--- src/rtl/ttc_pkg.sv ---
// Shared types and constants for the text console cursor engine.
package ttc_pkg;

	// Field widths of the request and result items.
	localparam int ROW_W  = 5;
	localparam int COL_W  = 7;
	localparam int CHAR_W = 8;
	localparam int CELL_W = 16;
	localparam int ACT_W  = 3;

	// Action codes.
	localparam logic [ACT_W-1:0] ACT_PUT   = 3'd0;
	localparam logic [ACT_W-1:0] ACT_CLEAR = 3'd1;
	localparam logic [ACT_W-1:0] ACT_SET   = 3'd2;
	localparam logic [ACT_W-1:0] ACT_WRITE = 3'd3;
	localparam logic [ACT_W-1:0] ACT_READ  = 3'd4;

	// Character codes with a meaning of their own.
	localparam logic [CHAR_W-1:0] CH_NUL    = 8'h00;
	localparam logic [CHAR_W-1:0] CH_BS     = 8'h08;
	localparam logic [CHAR_W-1:0] CH_TAB    = 8'h09;
	localparam logic [CHAR_W-1:0] CH_LF     = 8'h0A;
	localparam logic [CHAR_W-1:0] CH_CR     = 8'h0D;
	localparam logic [CHAR_W-1:0] CH_BLANK  = 8'h20;
	localparam logic [CHAR_W-1:0] CH_PR_MAX = 8'h7F;

	localparam logic [CHAR_W-1:0] COLOR_RESET = 8'h0F;

	// Screen position.
	typedef struct packed {
		logic [ROW_W-1:0] row;
		logic [COL_W-1:0] col;
	} pos_t;

	// Request to the position stepping unit.
	typedef struct packed {
		pos_t pos;
		logic dec;
	} step_req_t;

	// Answer of the position stepping unit.
	typedef struct packed {
		pos_t pos;
		logic wrap_end;
	} step_rsp_t;

	// Screen memory access for one cycle.
	typedef struct packed {
		logic              we;
		pos_t              wpos;
		logic [CELL_W-1:0] wdata;
		pos_t              rpos;
	} mem_req_t;

	typedef enum logic [2:0] {
		ST_IDLE,
		ST_EXEC,
		ST_PRINT,
		ST_SWEEP,
		ST_DRAIN,
		ST_READ,
		ST_FINISH
	} state_t;

endpackage

--- src/rtl/ttc_pos_step.sv ---
// Shared position stepping unit: moves a screen position one cell forward or back.
module ttc_pos_step #(
	parameter int ROWS    = 25,
	parameter int COLUMNS = 80
) (
	input  ttc_pkg::step_req_t req,
	output ttc_pkg::step_rsp_t rsp
);
	import ttc_pkg::*;

	localparam logic [ROW_W-1:0] ROW_LAST = ROW_W'(ROWS - 1);
	localparam logic [COL_W-1:0] COL_LAST = COL_W'(COLUMNS - 1);

	// Forward steps wrap to the next row; stepping past the last cell keeps the row
	// and flags the end. Backward steps wrap to the row above; home flags the end.
	always_comb begin
		rsp.pos      = req.pos;
		rsp.wrap_end = 1'b0;
		if (!req.dec) begin
			if (req.pos.col == COL_LAST) begin
				rsp.pos.col = '0;
				if (req.pos.row == ROW_LAST) begin
					rsp.wrap_end = 1'b1;
				end else begin
					rsp.pos.row = req.pos.row + 1'b1;
				end
			end else begin
				rsp.pos.col = req.pos.col + 1'b1;
			end
		end else begin
			if (req.pos.col == '0) begin
				if (req.pos.row == '0) begin
					rsp.wrap_end = 1'b1;
				end else begin
					rsp.pos.row = req.pos.row - 1'b1;
					rsp.pos.col = COL_LAST;
				end
			end else begin
				rsp.pos.col = req.pos.col - 1'b1;
			end
		end
	end

endmodule

--- config.mk ---
export PLATFORM = sky130hd
export DESIGN_NAME = ttc_pos_step
export DESIGN_NICKNAME = d
export VERILOG_FILES = /design/src/rtl/ttc_pkg.sv /design/src/rtl/ttc_pos_step.sv
export SDC_FILE = /design/constraint.sdc
export NUM_CORES = 1
export LEC_CHECK = 0
export BUFFER_PORTS_ARGS = -buffer_cell sky130_fd_sc_hd__buf_2
export CAP_MARGIN = 20
export CELL_PAD_IN_SITES_DETAIL_PLACEMENT = 1
export CELL_PAD_IN_SITES_GLOBAL_PLACEMENT = 2
export CORE_MARGIN = 4
export CORE_UTILIZATION = 27
export DETAILED_ROUTE_END_ITERATION = 6
export GPL_TIMING_DRIVEN = 0
export PLACE_DENSITY = 0.87
export SYNTH_ARGS = -nofsm -noshare
export SYNTH_HDL_FRONTEND = slang
export SYNTH_SLANG_ARGS = --single-unit
--- constraint.sdc ---
create_clock -name vclk -period 1.7
set_input_delay 0 -clock vclk [all_inputs]
set_output_delay 0 -clock vclk [all_outputs]
set_load 0.01 [all_outputs]
==> results_dict.tcl, run 1 <==
set metrics [dict create \
    run_status "complete, no violations" \
    hp-start "req[1]" \
    fp-row-count 17 \
    critical-path-top-delay-family "simple AND/OR/NAND/NOR gates" \
    dr_wl_met3_um 87 \
    grt_usage_pct 12.6 \
    grt_max_degree 11 \
    gp_congestion 0.783 \
    holdPathEnd "rsp[1]" \
    power_density_mw_per_mm2 195 \
    cp_common_cell "buf_2" \
    timing.hold.ws_ps 361 \
    io_buffer_count 23 \
    syn_inst 97 \
    core_mm2 0.00225 \
    seq_cells 0 \
    hold_violations 0 \
    wl_met2_mm 1.11 \
    io_pins 26 \
    critPathMaxStageDelay_ps 470 \
    period_share_pct 93.9 \
    pre_cts_ws_ps -86.7 \
    setup_viol 0 \
    yosys.area.top_type_share_pct 9.58 \
    syn_to_final_growth_pct 31.6 \
    wl_per_cell_um 14.9 \
    drt_iter0_drc 5 \
    dpl_cell_area_um2 803 \
    synth_area_leader_cell "ha_1" \
    via_per_inst 5.68 \
    synth.cell_area_um2 653 \
    postRouteAntennaNets 0 \
    holdPathStages 3 \
    synth.distinct_cells 43 \
    hold_class "primary input to output port" \
    fill_cells 314 \
    highest_layer "met3" \
    yosys-top-cells-area "ha_1 (9.6%), a21oi_1 (5.4%), o21ai_0 (5.4%)" \
    nClkBuffers 0 \
    rsz0062_at_grt "true" \
    syn_nets 115 \
    final_max_slew_viol_count 0 \
    overflow 0 \
    ys_seq_area_share_pct 0 \
    die_height_um 57.2 \
    wirelength_mm 2.27 \
    setup_tns_ps 0 \
    worstPathBufferInverterCount 2 \
    cp.arrival_ps 1600 \
    vdd.ir_drop.worst_uv 72.4 \
    remaining_drc_errors 0 \
    vias 864 \
    fin_ws_ps 103 \
    leakage_nw 0.344 \
    post-dp-hpwl_mm 1.76 \
    dieWidth_um 57.2 \
    dr.pass1.iters 4 \
    start_util_pct 29.0 \
    dieArea_mm2 0.00327 \
    antenna_cells 0 \
    drive_above_1_share_pct 30.6 \
    nets 144 \
    cp_cell_sequence "buf_2 -> ha_2 -> nand3_2 -> or4_4 -> o221a_1 -> a221o_1 -> buf_2" \
    crit_fanout 7 \
    grt_antenna_before_repair 0 \
    avgSynthCellArea_um2 6.73 \
    grt_pass1_wl_mm 3.57 \
    cp.required_ps 1700 \
    fin_crit_ps 1600 \
    grt_pass1_vias 826 \
    synthTopCellsByCount "a21oi_1 (7), o21ai_0 (7), clkbuf_1 (6), inv_1 (6)" \
    clock.fmax_ghz 0.626 \
    critPathLaunchType "primary input" \
    drt-met1-wl_mm 1.07 \
    yosysWarnings 0 \
    relSlewSlack_pct 65.3 \
    slowest_stage "or4_4" \
    tightest_slew_ps 513 \
    cp-end-kind "output port" \
    path_class "primary input to output port" \
    drv_cap 0 \
    regArea_um2 0 \
    fin_area_um2 860 \
]
layer usage:
metal / global-route usage (%) / vias up
met2: 23.3 / 19
met4: 0.662 / 0
met5: 0 / -
met1: 17.1 / 410
li1: - / 435
met3: 0.226 / 0
worst max-delay path by stage:
stage / start / end / slack [ps] / depth (start not counted)
floorplan: req[8] / rsp[8] / 260 / 7
global placement: req[8] / rsp[8] / -70 / 9
detailed placement: req[8] / rsp[8] / -90 / 9
CTS: req[1] / rsp[12] / 30 / 7
global route: req[1] / rsp[9] / -2 / 8
finish: req[2] / rsp[12] / 100 / 7
stage by stage:
stage                     cells  total power, mW  utilization [%]
after detailed placement    148            0.162             35.6
after global placement      148            0.157             35.6
after CTS                   147            0.165             36.1
after global routing        152            0.186             38.1
after floorplan              97           0.0973                -
final                       152            0.168             38.1
power breakdown:
part	internal (mW)	switching (mW)	total [mW]
registers	0	0	0
logic	0.0694	0.0984	0.168
clock network	0	0	0
total	0.0694	0.0984	0.168
cell usage in the layout (no fill, tap or decap), types with 4 or more instances in the layout:
cell type	synthesis	final
buf_4	0	5
a21oi_1	7	7
buf_2	1	23
inv_1	6	6
nand2_1	5	4
nand3_1	4	4
ha_1	5	4
o21ai_0	7	7
clkbuf_1	6	5
layout make-up:
type	instances	area (um2)	area share, %
inverters	6	22.5	2.62
well taps	28	35.0	4.08
repair buffers	28	155	18.0
plain buffers	6	23.8	2.77
multi-input cells	84	623	72.5
repair_timing:
item | 4_1_cts | 5_1_grt
pin swaps | 0 | 1
buffers inserted | 0 | 5
gates resized for setup | 3 | 3
setup endpoints to repair | 3 | 4
cloned | 0 | 0
hold buffers | 0 | 0
logic make-up (layout without fill, tap and decap cells):
logic type,after synthesis,after routing,share of synthesized area [%]
AO/OA/AOI/OAI,33,33,34.1
XOR/XNOR,3,3,4.02
adder cells (fa/ha/maj),5,5,9.58
buffers and inverters,13,40,7.66
multiplexers,2,2,3.26
AND/OR/NAND/NOR,41,41,41.4
Power figures use the tool's default switching activity.
==> inputs of run 2 (changes only) <==
--- a/config.mk
+++ b/config.mk
@@ -14,6 +14,7 @@
 export DETAILED_ROUTE_END_ITERATION = 6
 export GPL_TIMING_DRIVEN = 0
 export PLACE_DENSITY = 0.87
+export REMOVE_ABC_BUFFERS = 1
 export SYNTH_ARGS = -nofsm -noshare
 export SYNTH_HDL_FRONTEND = slang
 export SYNTH_SLANG_ARGS = --single-unit
==> run 2 against run 1 <==
  * Largest cell class unchanged
  * Non-clock buffer count shrank 3
  * Total power grew 1.8%
  * Wire length shrank 0.84%
  * First-iteration DRC count grew 80%
  * Largest power group unchanged
  * Flip-flop and latch count is the same
==> results_dict.tcl, run 2 (synthesis gave the netlist of run 1 again) <==
set metrics [dict create \
    pre_cts_ws_ps -45.2 \
    fin_area_um2 876 \
    slowest_stage "or3b_2" \
    dieWidth_um 57.2 \
    via_per_inst 5.89 \
    start_util_pct 29.0 \
    critPathMaxStageDelay_ps 500 \
    cp_cell_sequence "clkbuf_4 -> inv_1 -> ha_2 -> or3b_2 -> nor3_4 -> nand3_1 -> o311a_1 -> buf_2" \
    seq_cells 0 \
    wirelength_mm 2.25 \
    hold_class "primary input to output port" \
    fp-row-count 17 \
    relSlewSlack_pct 71.6 \
    syn_to_final_growth_pct 34.1 \
    remaining_drc_errors 0 \
    grt-busiest-layer "met2" \
    fill_cells 309 \
    critPathLaunchType "primary input" \
    final_max_slew_viol_count 0 \
    layout_common_cells "buf_2 (25), o21ai_0 (7), a21oi_1 (7)" \
    core_mm2 0.00225 \
    antenna_cells 0 \
    dr.pass1.iters 4 \
    cp.required_ps 1700 \
    die_height_um 57.2 \
    grt_usage_pct 12.6 \
    drive_above_1_share_pct 34.7 \
    layoutNonFillerInstCount 149 \
    gp_congestion 0.695 \
    use_met1_pct 17.4 \
    dpl.cell_count 144 \
    io_buffer_count 26 \
    dpl_cell_area_um2 791 \
    setup_viol 0 \
    path_class "primary input to output port" \
    crit_fanout 8 \
    drt_iter0_drc 9 \
    clock.fmax_ghz 0.622 \
    grt_pass1_wl_mm 3.59 \
    grt_antenna_before_repair 0 \
    timing.hold.ws_ps 385 \
    wl_per_cell_um 15.1 \
    vias 878 \
    post-route-util_pct 38.8 \
    leakage_nw 0.351 \
    period_share_pct 94.5 \
    overflow 0 \
    fin_crit_ps 1610 \
    cts_hold_buf 0 \
    nClkBuffers 0 \
    dieArea_mm2 0.00327 \
    grt_max_degree 22 \
    grt_use_met2_pct 22.7 \
    io_pins 26 \
    vdd.ir_drop.worst_uv 81.1 \
    final_common_cell "buf_2" \
    setup_tns_ps 0 \
    postRouteAntennaNets 0 \
    p_total_mw 0.171 \
    grt_pass1_vias 785 \
    cp-end-kind "output port" \
    met3_usage_pct 0.905 \
    tightest_slew_ps 426 \
    nets 141 \
    regArea_um2 0 \
    hold_violations 0 \
    fin_ws_ps 92.9 \
    cp.arrival_ps 1610 \
    run_status "complete, no violations" \
    power_density_mw_per_mm2 195 \
    drv_cap 0 \
]
[run 2: cell types whose count changed in the layout (fill, tap and decap cells not counted), sizes merged]
cell	change
buf	+2
clkbuf	-5
[run 2: layout make-up]
class,instances,area (um2),share of cell area (%)
well taps,28,35.0,4.00
multi-input cells,84,648,74.0
repair buffers,31,170,19.4
inverters,6,22.5,2.57
[run 2: power breakdown]
group          switching (mW)  total (mW)  internal (mW)
Sequential                  0           0              0
Combinational           0.101       0.171         0.0703
Clock                       0           0              0
[run 2: worst max-delay path: cells and delay by family]
family / cells / cell delay [ps]
and+or+nand+nor: 3 / 870
buffers and inverters: 3 / 380
AOI/OAI and AO/OA: 1 / 140
adders and majority gates: 1 / 210
[run 2: repair_timing]
item	in CTS	in global routing
resized for setup	3	7
pin swaps	0	2
setup endpoints to repair	5	8
setup buffers	0	5
[run 2: path summary, 6_finish.rpt]
path | start | end | depth (start not counted)
worst min-delay path | req[1] | rsp[1] | 3
worst max-delay path | req[1] | rsp[9] | 8
[run 2: per-layer routing]
| layer | vias to the layer above | part of all wire (%) |
|---|---|---|
| met3 | 0 | 5.2 |
| li1 | 434 | - |
| met4 | 0 | 0 |
| met2 | 22 | 50 |
| met5 | - | 0 |
| met1 | 422 | 45 |
==> inputs of run 3 (changes only) <==
--- a/config.mk
+++ b/config.mk
@@ -7,13 +7,11 @@
 export LEC_CHECK = 0
 export BUFFER_PORTS_ARGS = -buffer_cell sky130_fd_sc_hd__buf_2
 export CAP_MARGIN = 20
-export CELL_PAD_IN_SITES_DETAIL_PLACEMENT = 1
-export CELL_PAD_IN_SITES_GLOBAL_PLACEMENT = 2
 export CORE_MARGIN = 4
-export CORE_UTILIZATION = 27
+export CORE_UTILIZATION = 50
 export DETAILED_ROUTE_END_ITERATION = 6
 export GPL_TIMING_DRIVEN = 0
-export PLACE_DENSITY = 0.87
+export PLACE_DENSITY = 0.84
 export REMOVE_ABC_BUFFERS = 1
 export SYNTH_ARGS = -nofsm -noshare
 export SYNTH_HDL_FRONTEND = slang
==> run 3 against run 2 <==
  * Final area fell by 7.9%
  * Combinational power fell by 6%
  * Wire length fell by 19%
  * Global-route usage rose by 5.1 points
  * Setup slack got worse by 43 ps
  * First-iteration DRC count rose by 120%
  * Final cell count fell by 12%
  * Die area fell by 40%
  * Via count fell by 5.0%
  * Worst hold slack got worse by 1.8 ps
  * Utilization rose by 30 points
  * Highest routed layer unchanged
==> results_dict.tcl, run 3 (synthesis gave the netlist of run 1 again) <==
set metrics [dict create \
    switching_share_pct 58.4 \
    pre_cts_ws_ps 28.7 \
    vias 834 \
    fp-row-count 12 \
    io_pins 26 \
    start_util_pct 55.8 \
    highest_layer "met3" \
    remaining_drc_errors 0 \
    pwr-share-clk_pct 0 \
    drive_above_1_share_pct 30.8 \
    power_density_mw_per_mm2 200 \
    antenna_cells 0 \
    die_height_um 44.1 \
    postRouteAntennaNets 0 \
    grt_antenna_before_repair 0 \
    setup_tns_ps 0 \
    vdd.ir_drop.worst_uv 111 \
    drv_cap 0 \
    drt_iter0_drc 20 \
    dieWidth_um 44.1 \
    grt_pass1_vias 662 \
    power_frac_seq_pct 0 \
    syn_to_final_growth_pct 23.6 \
    drt-met1-wl_um 789 \
    intPower_mw 0.0671 \
    leakage_nw 0.331 \
    io_buffer_count 26 \
    dr.pass1.iters 4 \
    final_max_slew_viol_count 0 \
    tightest_slew_ps 681 \
    hold_class "primary input to output port" \
    post-dp-hpwl_mm 1.36 \
    nClkBuffers 0 \
    p_comb_share_pct 100.0 \
    p_total_mw 0.161 \
    cp.arrival_ps 1650 \
    grt_usage_pct 17.7 \
    crit_fanout 8 \
    wl_per_cell_um 14.0 \
    fin_ws_ps 49.7 \
    dpl_cell_area_um2 773 \
    holdPathStages 3 \
    layout_common_cells "buf_2 (26), o21ai_0 (7), a21oi_1 (7)" \
    fin_area_um2 807 \
    hold_violations 0 \
    wl_met2_um 914 \
    core_mm2 0.00117 \
    gp_congestion 0.863 \
    cp.required_ps 1700 \
    relSlewSlack_pct 54.0 \
    path_class "primary input to output port" \
    dr_wl_met3_um 127 \
    p_switching_mw 0.0942 \
    critPathLaunchType "primary input" \
    regArea_um2 0 \
    setup_viol 0 \
    dieArea_mm2 0.00195 \
    clock.fmax_ghz 0.606 \
    wirelength_mm 1.83 \
    cp-end-kind "output port" \
    grt_max_degree 22 \
    post-route-util_pct 68.9 \
    rsz0062_at_grt "false" \
    final_common_cell "buf_2" \
    fin_crit_ps 1650 \
    period_share_pct 97.1 \
    seq_cells 0 \
    via_per_inst 6.37 \
    nets 137 \
    overflow 0 \
    run_status "complete, no violations" \
    grt_pass1_wl_mm 2.84 \
]
## run 3: cell types whose count changed in the layout (fill, tap and decap cells not counted), sizes merged
cell	change
buf	-3
clkbuf	-1
## run 3: power by group through the flow
| stage | sequential, mW | clock (mW) | combinational, mW |
|---|---|---|---|
| finish | 0 | 0 | 0.161 |
| detailed placement | 0 | 0 | 0.155 |
| global placement | 0 | 0 | 0.150 |
| CTS | 0 | 0 | 0.155 |
| global route | 0 | 0 | 0.178 |
| floorplan | 0 | 0 | 0.0812 |
## run 3: metrics by stage
stage	cells	hold slack, ps
finish	131	384
global route	131	413
CTS	130	372
detailed placement	130	370
global placement	130	366
floorplan	90	81.5
## run 3: final cells by class
type | instances | area [um2]
inverters | 6 | 22.5
well taps | 14 | 17.5
repair buffers | 27 | 138
multi-input cells | 84 | 629
fillers | 95 | 364
## run 3: path summary, 6_finish.rpt
| kind | from | to |
|---|---|---|
| worst min-delay path | req[1] | rsp[1] |
| worst max-delay path | req[1] | rsp[12] |
## run 3: layer usage
| layer | up-vias | global-route usage, % |
|---|---|---|
| met1 | 378 | 25.2 |
| met3 | 0 | 0.407 |
| met5 | - | 0 |
| met4 | 0 | 0 |
| met2 | 31 | 31.1 |
| li1 | 425 | - |
## run 3: critical path: stages
cell and delay, ps:
buf_2 160, ha_2 230, nand3_2 130, or4_4 530, o221a_1 220, a221o_1 250, buf_2 140
## run 3: repair_timing
action,CTS,global route
setup buffers,0,1
hold endpoints to repair,0,0
hold buffers,0,0
resized for setup,0,6
setup endpoints to repair,0,10
