<file path="src/rtl/ttc_pkg.sv">
// Shared types and constants for the text console cursor engine.
package ttc_pkg;

	// Field widths of the request and result items.
	localparam int ROW_W  = 5;
	localparam int COL_W  = 7;
	localparam int CHAR_W = 8;
	localparam int CELL_W = 16;
	localparam int ACT_W  = 3;

	// Action codes.
	localparam logic [ACT_W-1:0] ACT_PUT   = 3'd0;
	localparam logic [ACT_W-1:0] ACT_CLEAR = 3'd1;
	localparam logic [ACT_W-1:0] ACT_SET   = 3'd2;
	localparam logic [ACT_W-1:0] ACT_WRITE = 3'd3;
	localparam logic [ACT_W-1:0] ACT_READ  = 3'd4;

	// Character codes with a meaning of their own.
	localparam logic [CHAR_W-1:0] CH_NUL    = 8'h00;
	localparam logic [CHAR_W-1:0] CH_BS     = 8'h08;
	localparam logic [CHAR_W-1:0] CH_TAB    = 8'h09;
	localparam logic [CHAR_W-1:0] CH_LF     = 8'h0A;
	localparam logic [CHAR_W-1:0] CH_CR     = 8'h0D;
	localparam logic [CHAR_W-1:0] CH_BLANK  = 8'h20;
	localparam logic [CHAR_W-1:0] CH_PR_MAX = 8'h7F;

	localparam logic [CHAR_W-1:0] COLOR_RESET = 8'h0F;

	// Screen position.
	typedef struct packed {
		logic [ROW_W-1:0] row;
		logic [COL_W-1:0] col;
	} pos_t;

	// Request to the position stepping unit.
	typedef struct packed {
		pos_t pos;
		logic dec;
	} step_req_t;

	// Answer of the position stepping unit.
	typedef struct packed {
		pos_t pos;
		logic wrap_end;
	} step_rsp_t;

	// Screen memory access for one cycle.
	typedef struct packed {
		logic              we;
		pos_t              wpos;
		logic [CELL_W-1:0] wdata;
		pos_t              rpos;
	} mem_req_t;

	typedef enum logic [2:0] {
		ST_IDLE,
		ST_EXEC,
		ST_PRINT,
		ST_SWEEP,
		ST_DRAIN,
		ST_READ,
		ST_FINISH
	} state_t;

endpackage

</file>
<file path="src/rtl/ttc_ctrl.sv">
// Sequencer of the console: decodes requests, drives the stepping unit and the screen memory.
module ttc_ctrl #(
	parameter int ROWS       = 25,
	parameter int COLUMNS    = 80,
	parameter int TAB_SPACES = 4
) (
	input  logic                       clk,
	input  logic                       arst_n,
	input  logic                       cfg_write_en,
	input  logic [ttc_pkg::CHAR_W-1:0] cfg_write_data,
	input  logic                       in_valid,
	output logic                       in_stall,
	input  logic [ttc_pkg::ACT_W-1:0]  action,
	input  logic [ttc_pkg::CHAR_W-1:0] char_code,
	input  logic [ttc_pkg::ROW_W-1:0]  row,
	input  logic [ttc_pkg::COL_W-1:0]  col,
	output logic                       out_valid,
	input  logic                       out_stall,
	output logic [ttc_pkg::ROW_W-1:0]  cursor_row_out,
	output logic [ttc_pkg::COL_W-1:0]  cursor_col_out,
	output logic [ttc_pkg::CELL_W-1:0] cell_value,
	output logic                       scrolled,
	output ttc_pkg::step_req_t         step_req,
	input  ttc_pkg::step_rsp_t         step_rsp,
	output ttc_pkg::mem_req_t          mem_req,
	input  logic [ttc_pkg::CELL_W-1:0] mem_rdata
);
	import ttc_pkg::*;

	localparam int CNT_W = $clog2(TAB_SPACES + 1);
	localparam logic [CNT_W-1:0] TAB_CNT = CNT_W'(TAB_SPACES);
	localparam logic [CNT_W-1:0] ONE_CNT = CNT_W'(1);
	localparam logic [ROW_W:0]   ROWS_V  = (ROW_W + 1)'(ROWS);
	localparam logic [COL_W:0]   COLS_V  = (COL_W + 1)'(COLUMNS);
	localparam logic [ROW_W-1:0] ROW_LAST = ROW_W'(ROWS - 1);
	localparam logic [COL_W-1:0] COL_LAST = COL_W'(COLUMNS - 1);

	state_t            state_q, state_d;
	pos_t              cur_q, cur_d;
	pos_t              ptr_q, ptr_d;
	logic [ACT_W-1:0]  act_q;
	logic [CHAR_W-1:0] chr_q;
	logic [ROW_W-1:0]  row_q;
	logic [COL_W-1:0]  col_q;
	logic [CHAR_W-1:0] color_q;
	logic [CHAR_W-1:0] pchar_q, pchar_d;
	logic [CNT_W-1:0]  cnt_q, cnt_d;
	logic              clear_q, clear_d;
	logic              scr_q, scr_d;
	logic [CELL_W-1:0] cell_q, cell_d;
	logic              wr_s1, wr_d;
	pos_t              wpos_s1;
	logic              blank_s1, blank_d;
	logic              accept;
	logic              fin_load;
	logic              in_rng;
	logic              printable;
	logic              out_valid_q;
	logic [ROW_W-1:0]  out_row_q;
	logic [COL_W-1:0]  out_col_q;
	logic [CELL_W-1:0] out_cell_q;
	logic              out_scr_q;

	assign in_stall  = (state_q != ST_IDLE);
	assign accept    = in_valid && !in_stall;
	assign in_rng    = ({1'b0, row_q} < ROWS_V) && ({1'b0, col_q} < COLS_V);
	assign printable = (chr_q >= CH_BLANK) && (chr_q <= CH_PR_MAX);

	// Configuration register.
	always_ff @(posedge clk or negedge arst_n) begin
		if (!arst_n) begin
			color_q <= COLOR_RESET;
		end else if (cfg_write_en) begin
			color_q <= cfg_write_data;
		end
	end

	// Operand selection for the shared stepping unit.
	always_comb begin
		step_req.pos = cur_q;
		step_req.dec = 1'b0;
		unique case (state_q)
			ST_EXEC: begin
				if (act_q == ACT_PUT && chr_q == CH_LF) begin
					step_req.pos.col = COL_LAST;
				end
				if (act_q == ACT_PUT && chr_q == CH_BS) begin
					step_req.dec = 1'b1;
				end
			end
			ST_SWEEP: step_req.pos = ptr_q;
			default: ;
		endcase
	end

	// Next state and datapath controls.
	always_comb begin
		state_d  = state_q;
		cur_d    = cur_q;
		ptr_d    = ptr_q;
		cnt_d    = cnt_q;
		clear_d  = clear_q;
		scr_d    = scr_q;
		cell_d   = cell_q;
		pchar_d  = pchar_q;
		wr_d     = 1'b0;
		blank_d  = 1'b0;
		fin_load = 1'b0;
		mem_req.we       = 1'b0;
		mem_req.wpos     = cur_q;
		mem_req.wdata    = {color_q, CH_BLANK};
		mem_req.rpos.row = ptr_q.row + 1'b1;
		mem_req.rpos.col = ptr_q.col;
		unique case (state_q)
			ST_IDLE: begin
				if (accept) begin
					cell_d  = '0;
					scr_d   = 1'b0;
					state_d = ST_EXEC;
				end
			end
			ST_EXEC: begin
				state_d = ST_FINISH;
				unique case (act_q)
					ACT_PUT: begin
						unique case (chr_q)
							CH_LF: begin
								cur_d = step_rsp.pos;
								if (step_rsp.wrap_end) begin
									scr_d   = 1'b1;
									clear_d = 1'b0;
									cnt_d   = '0;
									ptr_d   = '0;
									state_d = ST_SWEEP;
								end
							end
							CH_CR: cur_d.col = '0;
							CH_BS: begin
								if (!step_rsp.wrap_end) begin
									cur_d        = step_rsp.pos;
									mem_req.we   = 1'b1;
									mem_req.wpos = step_rsp.pos;
								end
							end
							CH_TAB: begin
								cnt_d   = TAB_CNT;
								pchar_d = CH_BLANK;
								state_d = ST_PRINT;
							end
							default: begin
								if (printable) begin
									cnt_d   = ONE_CNT;
									pchar_d = chr_q;
									state_d = ST_PRINT;
								end
							end
						endcase
					end
					ACT_CLEAR: begin
						cur_d   = '0;
						ptr_d   = '0;
						clear_d = 1'b1;
						cnt_d   = '0;
						state_d = ST_SWEEP;
					end
					ACT_SET: begin
						if (in_rng) begin
							cur_d.row = row_q;
							cur_d.col = col_q;
						end
					end
					ACT_WRITE: begin
						if (in_rng && chr_q != CH_NUL) begin
							mem_req.we       = 1'b1;
							mem_req.wpos.row = row_q;
							mem_req.wpos.col = col_q;
							mem_req.wdata    = {color_q, chr_q};
						end
					end
					ACT_READ: begin
						mem_req.rpos.row = row_q;
						mem_req.rpos.col = col_q;
						if (in_rng) begin
							state_d = ST_READ;
						end
					end
					default: ;
				endcase
			end
			ST_PRINT: begin
				mem_req.we    = 1'b1;
				mem_req.wdata = {color_q, pchar_q};
				cur_d         = step_rsp.pos;
				cnt_d         = cnt_q - 1'b1;
				if (step_rsp.wrap_end) begin
					scr_d   = 1'b1;
					clear_d = 1'b0;
					ptr_d   = '0;
					state_d = ST_SWEEP;
				end else if (cnt_q != ONE_CNT) begin
					state_d = ST_PRINT;
				end else begin
					state_d = ST_FINISH;
				end
			end
			ST_SWEEP: begin
				// Read the cell one row below while the previous cell is written.
				wr_d    = 1'b1;
				blank_d = clear_q || (ptr_q.row == ROW_LAST);
				ptr_d   = step_rsp.pos;
				if (step_rsp.wrap_end) begin
					state_d = ST_DRAIN;
				end
			end
			ST_DRAIN: begin
				state_d = (cnt_q != '0) ? ST_PRINT : ST_FINISH;
			end
			ST_READ: begin
				cell_d  = mem_rdata;
				state_d = ST_FINISH;
			end
			ST_FINISH: begin
				if (!out_valid_q || !out_stall) begin
					fin_load = 1'b1;
					state_d  = ST_IDLE;
				end
			end
			default: state_d = ST_IDLE;
		endcase
		// The sweep write stage owns the write port while it is busy.
		if (wr_s1) begin
			mem_req.we    = 1'b1;
			mem_req.wpos  = wpos_s1;
			mem_req.wdata = blank_s1 ? {color_q, CH_BLANK} : mem_rdata;
		end
	end

	// State register.
	always_ff @(posedge clk or negedge arst_n) begin
		if (!arst_n) begin
			state_q <= ST_IDLE;
		end else begin
			state_q <= state_d;
		end
	end

	// Cursor and sequencer control registers.
	always_ff @(posedge clk or negedge arst_n) begin
		if (!arst_n) begin
			cur_q   <= '0;
			cnt_q   <= '0;
			clear_q <= 1'b0;
			scr_q   <= 1'b0;
			wr_s1   <= 1'b0;
		end else begin
			cur_q   <= cur_d;
			cnt_q   <= cnt_d;
			clear_q <= clear_d;
			scr_q   <= scr_d;
			wr_s1   <= wr_d;
		end
	end

	// Request fields, sweep pointer and payload registers.
	always_ff @(posedge clk) begin
		if (accept) begin
			act_q <= action;
			chr_q <= char_code;
			row_q <= row;
			col_q <= col;
		end
		ptr_q    <= ptr_d;
		pchar_q  <= pchar_d;
		cell_q   <= cell_d;
		wpos_s1  <= ptr_q;
		blank_s1 <= blank_d;
	end

	// Result register: holds one result while the next request is taken.
	always_ff @(posedge clk or negedge arst_n) begin
		if (!arst_n) begin
			out_valid_q <= 1'b0;
		end else if (fin_load) begin
			out_valid_q <= 1'b1;
		end else if (!out_stall) begin
			out_valid_q <= 1'b0;
		end
	end

	always_ff @(posedge clk) begin
		if (fin_load) begin
			out_row_q  <= cur_q.row;
			out_col_q  <= cur_q.col;
			out_cell_q <= cell_q;
			out_scr_q  <= scr_q;
		end
	end

	assign out_valid      = out_valid_q;
	assign cursor_row_out = out_row_q;
	assign cursor_col_out = out_col_q;
	assign cell_value     = out_cell_q;
	assign scrolled       = out_scr_q;

	// The cursor never leaves the screen.
	a_cursor_in_range: assert property (@(posedge clk) disable iff (!arst_n)
		({1'b0, cur_q.row} < ROWS_V) && ({1'b0, cur_q.col} < COLS_V))
		else $error("cursor outside the screen");

	// Sweep writes only follow a sweep read.
	a_sweep_write: assert property (@(posedge clk) disable iff (!arst_n)
		wr_s1 |-> (state_q == ST_SWEEP || state_q == ST_DRAIN))
		else $error("sweep write outside a sweep");

	// A print pass always has a cell left to print.
	a_print_count: assert property (@(posedge clk) disable iff (!arst_n)
		state_q == ST_PRINT |-> cnt_q != '0)
		else $error("print pass with empty count");

	// A sweep that is not a clear is a scroll and must be reported.
	a_scroll_flag: assert property (@(posedge clk) disable iff (!arst_n)
		(state_q == ST_SWEEP && !clear_q) |-> scr_q)
		else $error("scroll sweep without scroll flag");

endmodule

</file>
<file path="config.mk">
export PLATFORM = sky130hd
export DESIGN_NAME = ttc_ctrl
export DESIGN_NICKNAME = d
export VERILOG_FILES = /design/src/rtl/ttc_pkg.sv /design/src/rtl/ttc_ctrl.sv
export SDC_FILE = /design/constraint.sdc
export NUM_CORES = 1
export LEC_CHECK = 0
export BUFFER_PORTS_ARGS = -buffer_cell sky130_fd_sc_hd__buf_2
export CAP_MARGIN = 15
export CORE_MARGIN = 3
export CORE_UTILIZATION = 30
export CTS_BUF_LIST = sky130_fd_sc_hd__clkbuf_4 sky130_fd_sc_hd__clkbuf_8
export DETAILED_ROUTE_END_ITERATION = 6
export PLACE_DENSITY_LB_ADDON = 0.12
export SLEW_MARGIN = 20
export SYNTH_ARGS = -nofsm -noshare
export SYNTH_HDL_FRONTEND = slang
export SYNTH_SLANG_ARGS = --single-unit
</file>
<file path="constraint.sdc">
create_clock -name clk -period 3.89 [get_ports clk]
set_input_delay 0.1945 -clock clk [delete_from_list [all_inputs] [get_ports clk]]
set_output_delay 0.1945 -clock clk [all_outputs]
set_load 0.01 [all_outputs]
</file>
==> results <==
- The deepest clock path buffer count is 2.
- The count of pins on the block boundary is 150.
- The area of all placed cells without fillers is 0.00807 sq mm.
- The number of antenna violations at the first check in global routing was 0.
- Along the worst hold path, the cell count comes to 2.
- The maximum ir drop on the vdd rail is 0.000245 V.
- The number of cells on the worst reg-to-reg path is 4.
- The effective utilization at floorplan is 30.9%.
- The worst setup path is captured at an output port.
- The tool flagged a number of max-cap violations equal to 0.
- The total negative slack for setup checks is 0 ns.
- After the first detailed-routing iteration, the DRC count stood at 288.
- The total of hold buffers inserted after clock tree synthesis is 32.
- The count of cells resized by post-cts repair is 0.
- The first global-routing pass estimated 28.8 mm of wire.
- After technology mapping, the gate count stands at 524.
- The total global routing overflow is 0.
- The sequential-to-total area share from yosys stat is 58.0%.
- At the pin with the least slew margin, the transition time is 0.848 ns.
- Sequential cells burn 40.5% of the power.
- In this run the tightest slew margin relative to its limit is 43.1%.
- Setup repair after global routing left no endpoint under its margin.
- Entering global routing, the biggest net connects 31 pins.
- The share of total power dissipated in the clock network is 18.8%.
- The detailed router placed 4919 vias in this run.
- After detailed placement, the total cell area comes to 0.00735 sq mm.
- The achievable frequency is 321 MHz.
- In the final routed layout, each cell accounts on average for 18.9 um.
- The fraction of final layout cells with drive strength greater than 1 is 36.9%.
- The final layout contains routed wiring with a total length of 18.7 mm.
- For this design the static power due to leakage is 3.36 nW.
- The most frequent cell after synthesis is sky130_fd_sc_hd__edfxtp_1.
- The worst hold endpoint is cell_q[15]$_SDFFCE_PN0P_.
- In this run the critical register-to-register path is captured at cur_q[4]$_DFFE_PN0P_.
- The primary flip-flop cell chosen by synthesis mapping is sky130_fd_sc_hd__edfxtp_1.
- The worst setup path is of the flop to output port kind.
- For this run, the number of Yosys warnings is 0.
- After detailed routing, the number of vias per cell comes to 4.99.
- The number of cells in the finished layout apart from fillers is 986.
- The number of standard-cell rows in the floorplan is 52.
- The data arrival time of the critical path is 2.92 ns.
- The remaining routing DRC violations is 0.
- In this run the mean area of a mapped cell was 12.0 sq um.
- The area of the mapped netlist is 0.00631 sq mm.
- The floorplan step set the die width to 151 um.
- The number of antenna-violating nets in the routed design is 0.
- Across every metal layer, demand over resource in global routing totals 16.6%.
- The CTS tree is yes.
- The relative contribution of combinational cells to total power is 40.7%.
- The tightest min-delay check is of the primary input to flop type.
- The cell chosen for the clock root is sky130_fd_sc_hd__clkbuf_8.
- Dividing total power by cell area gives a power density of 720 mW/mm^2.
- The distinct cell type count after synthesis is 68.
- The number of I/O port buffers is 149.
- The dominant cell type by area after synthesis is sky130_fd_sc_hd__edfxtp_1.
- The y dimension of the die is 151 um.
- Setup violations remaining at the end of the flow were counted as 0.
- The core area is 0.0204 sq mm.
- The start of the worst register-to-register path is state_q[0]$_DFFE_PN0P_.
- Buffers inserted during clock tree synthesis total 17.
- STA classifies the critical path startpoint as a flop.
- The smallest clock period supported by the final layout is computed as 3.12 ns.
- Net switching is 39.9% of the power.
- The tree built by TritonCTS fans out to 131 sinks.
- The design internal power is 0.00349 W.
- Counting flops with a built-in enable in the synthesized netlist gives 88.
- The area enclosed by the die boundary is 0.0228 sq mm.
- The highest net fanout along the worst path is 24.
- The post-synthesis sequential element count is 131.
- The total placed cells including tap cells is 920.
- The layout overhead on the synthesized area is 27.9%.
- In this run the most critical hold path is launched from mem_rdata[15].
- The completed layout was analyzed and its total power is 0.00581 W.
- The worst path uses 80.1% of the clock period.
- The number of slew-limit violations in the final report came to 0.
- The final RePlAce weighted congestion is 0.832.
- The final layout contains 772 nets.
- In the post-synthesis netlist, the biggest area contributors are sky130_fd_sc_hd__edfxtp_1, sky130_fd_sc_hd__dfrtp_1, sky130_fd_sc_hd__mux2_2.
- The number of setup buffers added after CTS is 0.
- The number of detailed-routing iterations run before antenna repair is 5.
- Synthesis produced a netlist with a net count of 594.
- The fraction of synthesized cell area taken by the top area cell type is 41.9%.
- The post-DP HPWL is 13.0 mm.
- On the final layout, the worst hold slack is 0.0689 ns.
- After synthesis, the most frequently instantiated cells are sky130_fd_sc_hd__edfxtp_1, sky130_fd_sc_hd__nand2_1, sky130_fd_sc_hd__mux2_2.
- The setup slack of the worst register-to-register path is 1.28 ns.
- The run finished with clean final reports.
- The number of H-tree levels is 4.
- The share of flip-flops with an asynchronous set or reset after synthesis is 22.9%.
- The clock tree skew after final layout is 0.0128 ns.
- The hold violation total from the final report was 0.
- Summed over all nets, the switching power comes to 0.00232 W.
- STA puts the critical path data required time at 3.70 ns.
- For the worst-skew pair, the clock arrives at the later sink with an insertion delay of 0.45 ns.
- The clock-pin slew on the worst setup and hold paths is 0.09 ns.
- The via count of the first global-routing pass is 5009.
-- flip-flops by register name, indices dropped and copies added, names as in the netlist --
name,cells
col_q,7
cursor_col_out,7
cur_q,12
scr_q,1
cell_value,16
row_q,5
clear_q,1
blank_s1,1
chr_q,8
out_valid,1
act_q,3
wpos_s1,12
cursor_row_out,5
state_q,3
cnt_q,3
pchar_q,8
scrolled,1
color_q,8
wr_s1,1
cell_q,16
ptr_q,12
-- stage by stage --
stage	worst slack [ns]	util, %
floorplan	0.979	-
global placement	1.26	36.0
detailed placement	1.26	36.0
CTS	0.756	39.4
global route	0.541	39.5
finish	0.775	39.5
-- how the worst max path moves through the flow --
| stage | from | endpoint | slack [ns] | cells after the start |
|---|---|---|---|---|
| finish | state_q[1]$_DFFE_PN0P_ | mem_req[36] | 0.77 | 7 |
| global route | state_q[2]$_DFFE_PN0P_ | mem_req[36] | 0.54 | 7 |
| CTS | state_q[1]$_DFFE_PN0P_ | mem_req[14] | 0.76 | 5 |
| detailed placement | row_q[2]$_DFFE_PP_ | mem_req[14] | 1.26 | 6 |
| global placement | row_q[2]$_DFFE_PP_ | mem_req[14] | 1.26 | 6 |
| floorplan | state_q[2]$_DFFE_PN0P_ | cell_value[0]$_DFFE_PP_ | 0.98 | 5 |
-- cell families after synthesis --
logic type               share of synthesized area (%)
adder cells (fa/ha/maj)                          0.991
AO/OA/AOI/OAI                                     14.5
AND/OR/NAND/NOR                                   14.7
multiplexers                                      7.14
flip-flops                                        58.0
XOR/XNOR                                         0.833
buffers and inverters                             3.88
-- critical path, stage by stage (launching register included) --
cell and delay, ns:
sky130_fd_sc_hd__dfrtp_1 0.59, sky130_fd_sc_hd__or4b_1 0.66, sky130_fd_sc_hd__nor4_4 0.25, sky130_fd_sc_hd__buf_4 0.34, sky130_fd_sc_hd__nor3b_1 0.10, sky130_fd_sc_hd__a211oi_1 0.27
sky130_fd_sc_hd__a21oi_1 0.11, sky130_fd_sc_hd__buf_2 0.15
-- final cells by class --
cell class / count / area [sq um]
clock inverter: 15 / 139
inverter: 19 / 71.3
antenna: 1 / 2.50
multi-input combinational: 337 / 2430
tap: 270 / 338
timing repair buffer: 196 / 1200
clock buffer: 17 / 234
fill: 2048 / 12400
sequential: 131 / 3660
-- placed cells by master, fill, tap and decap left out, types with 17 or more instances in the layout --
cell and instances:
sky130_fd_sc_hd__buf_2 149, sky130_fd_sc_hd__mux2_2 40, sky130_fd_sc_hd__edfxtp_1 88, sky130_fd_sc_hd__dlygate4sd3_1 32, sky130_fd_sc_hd__inv_1 18, sky130_fd_sc_hd__a21oi_1 24, sky130_fd_sc_hd__dfrtp_1 25, sky130_fd_sc_hd__a22o_1 28
sky130_fd_sc_hd__clkbuf_8 17, sky130_fd_sc_hd__nor2_1 21, sky130_fd_sc_hd__nand2_1 63
-- layer usage --
metal | track usage, % | routed length (um)
met5 | 0 | 0
met4 | 4.71 | 261
met3 | 3.95 | 981
met2 | 26.5 | 8700
met1 | 22.6 | 8710
-- power by group through the flow --
stage	clock network [W]	registers, W	logic (W)
after floorplan	0	0.00220	0.00154
after global placement	0	0.00236	0.00232
after detailed placement	0	0.00238	0.00234
after CTS	0.00113	0.00235	0.00238
after global routing	0.00119	0.00242	0.00260
final	0.00109	0.00235	0.00237
No activity file was read; power rests on OpenSTA's default activity.
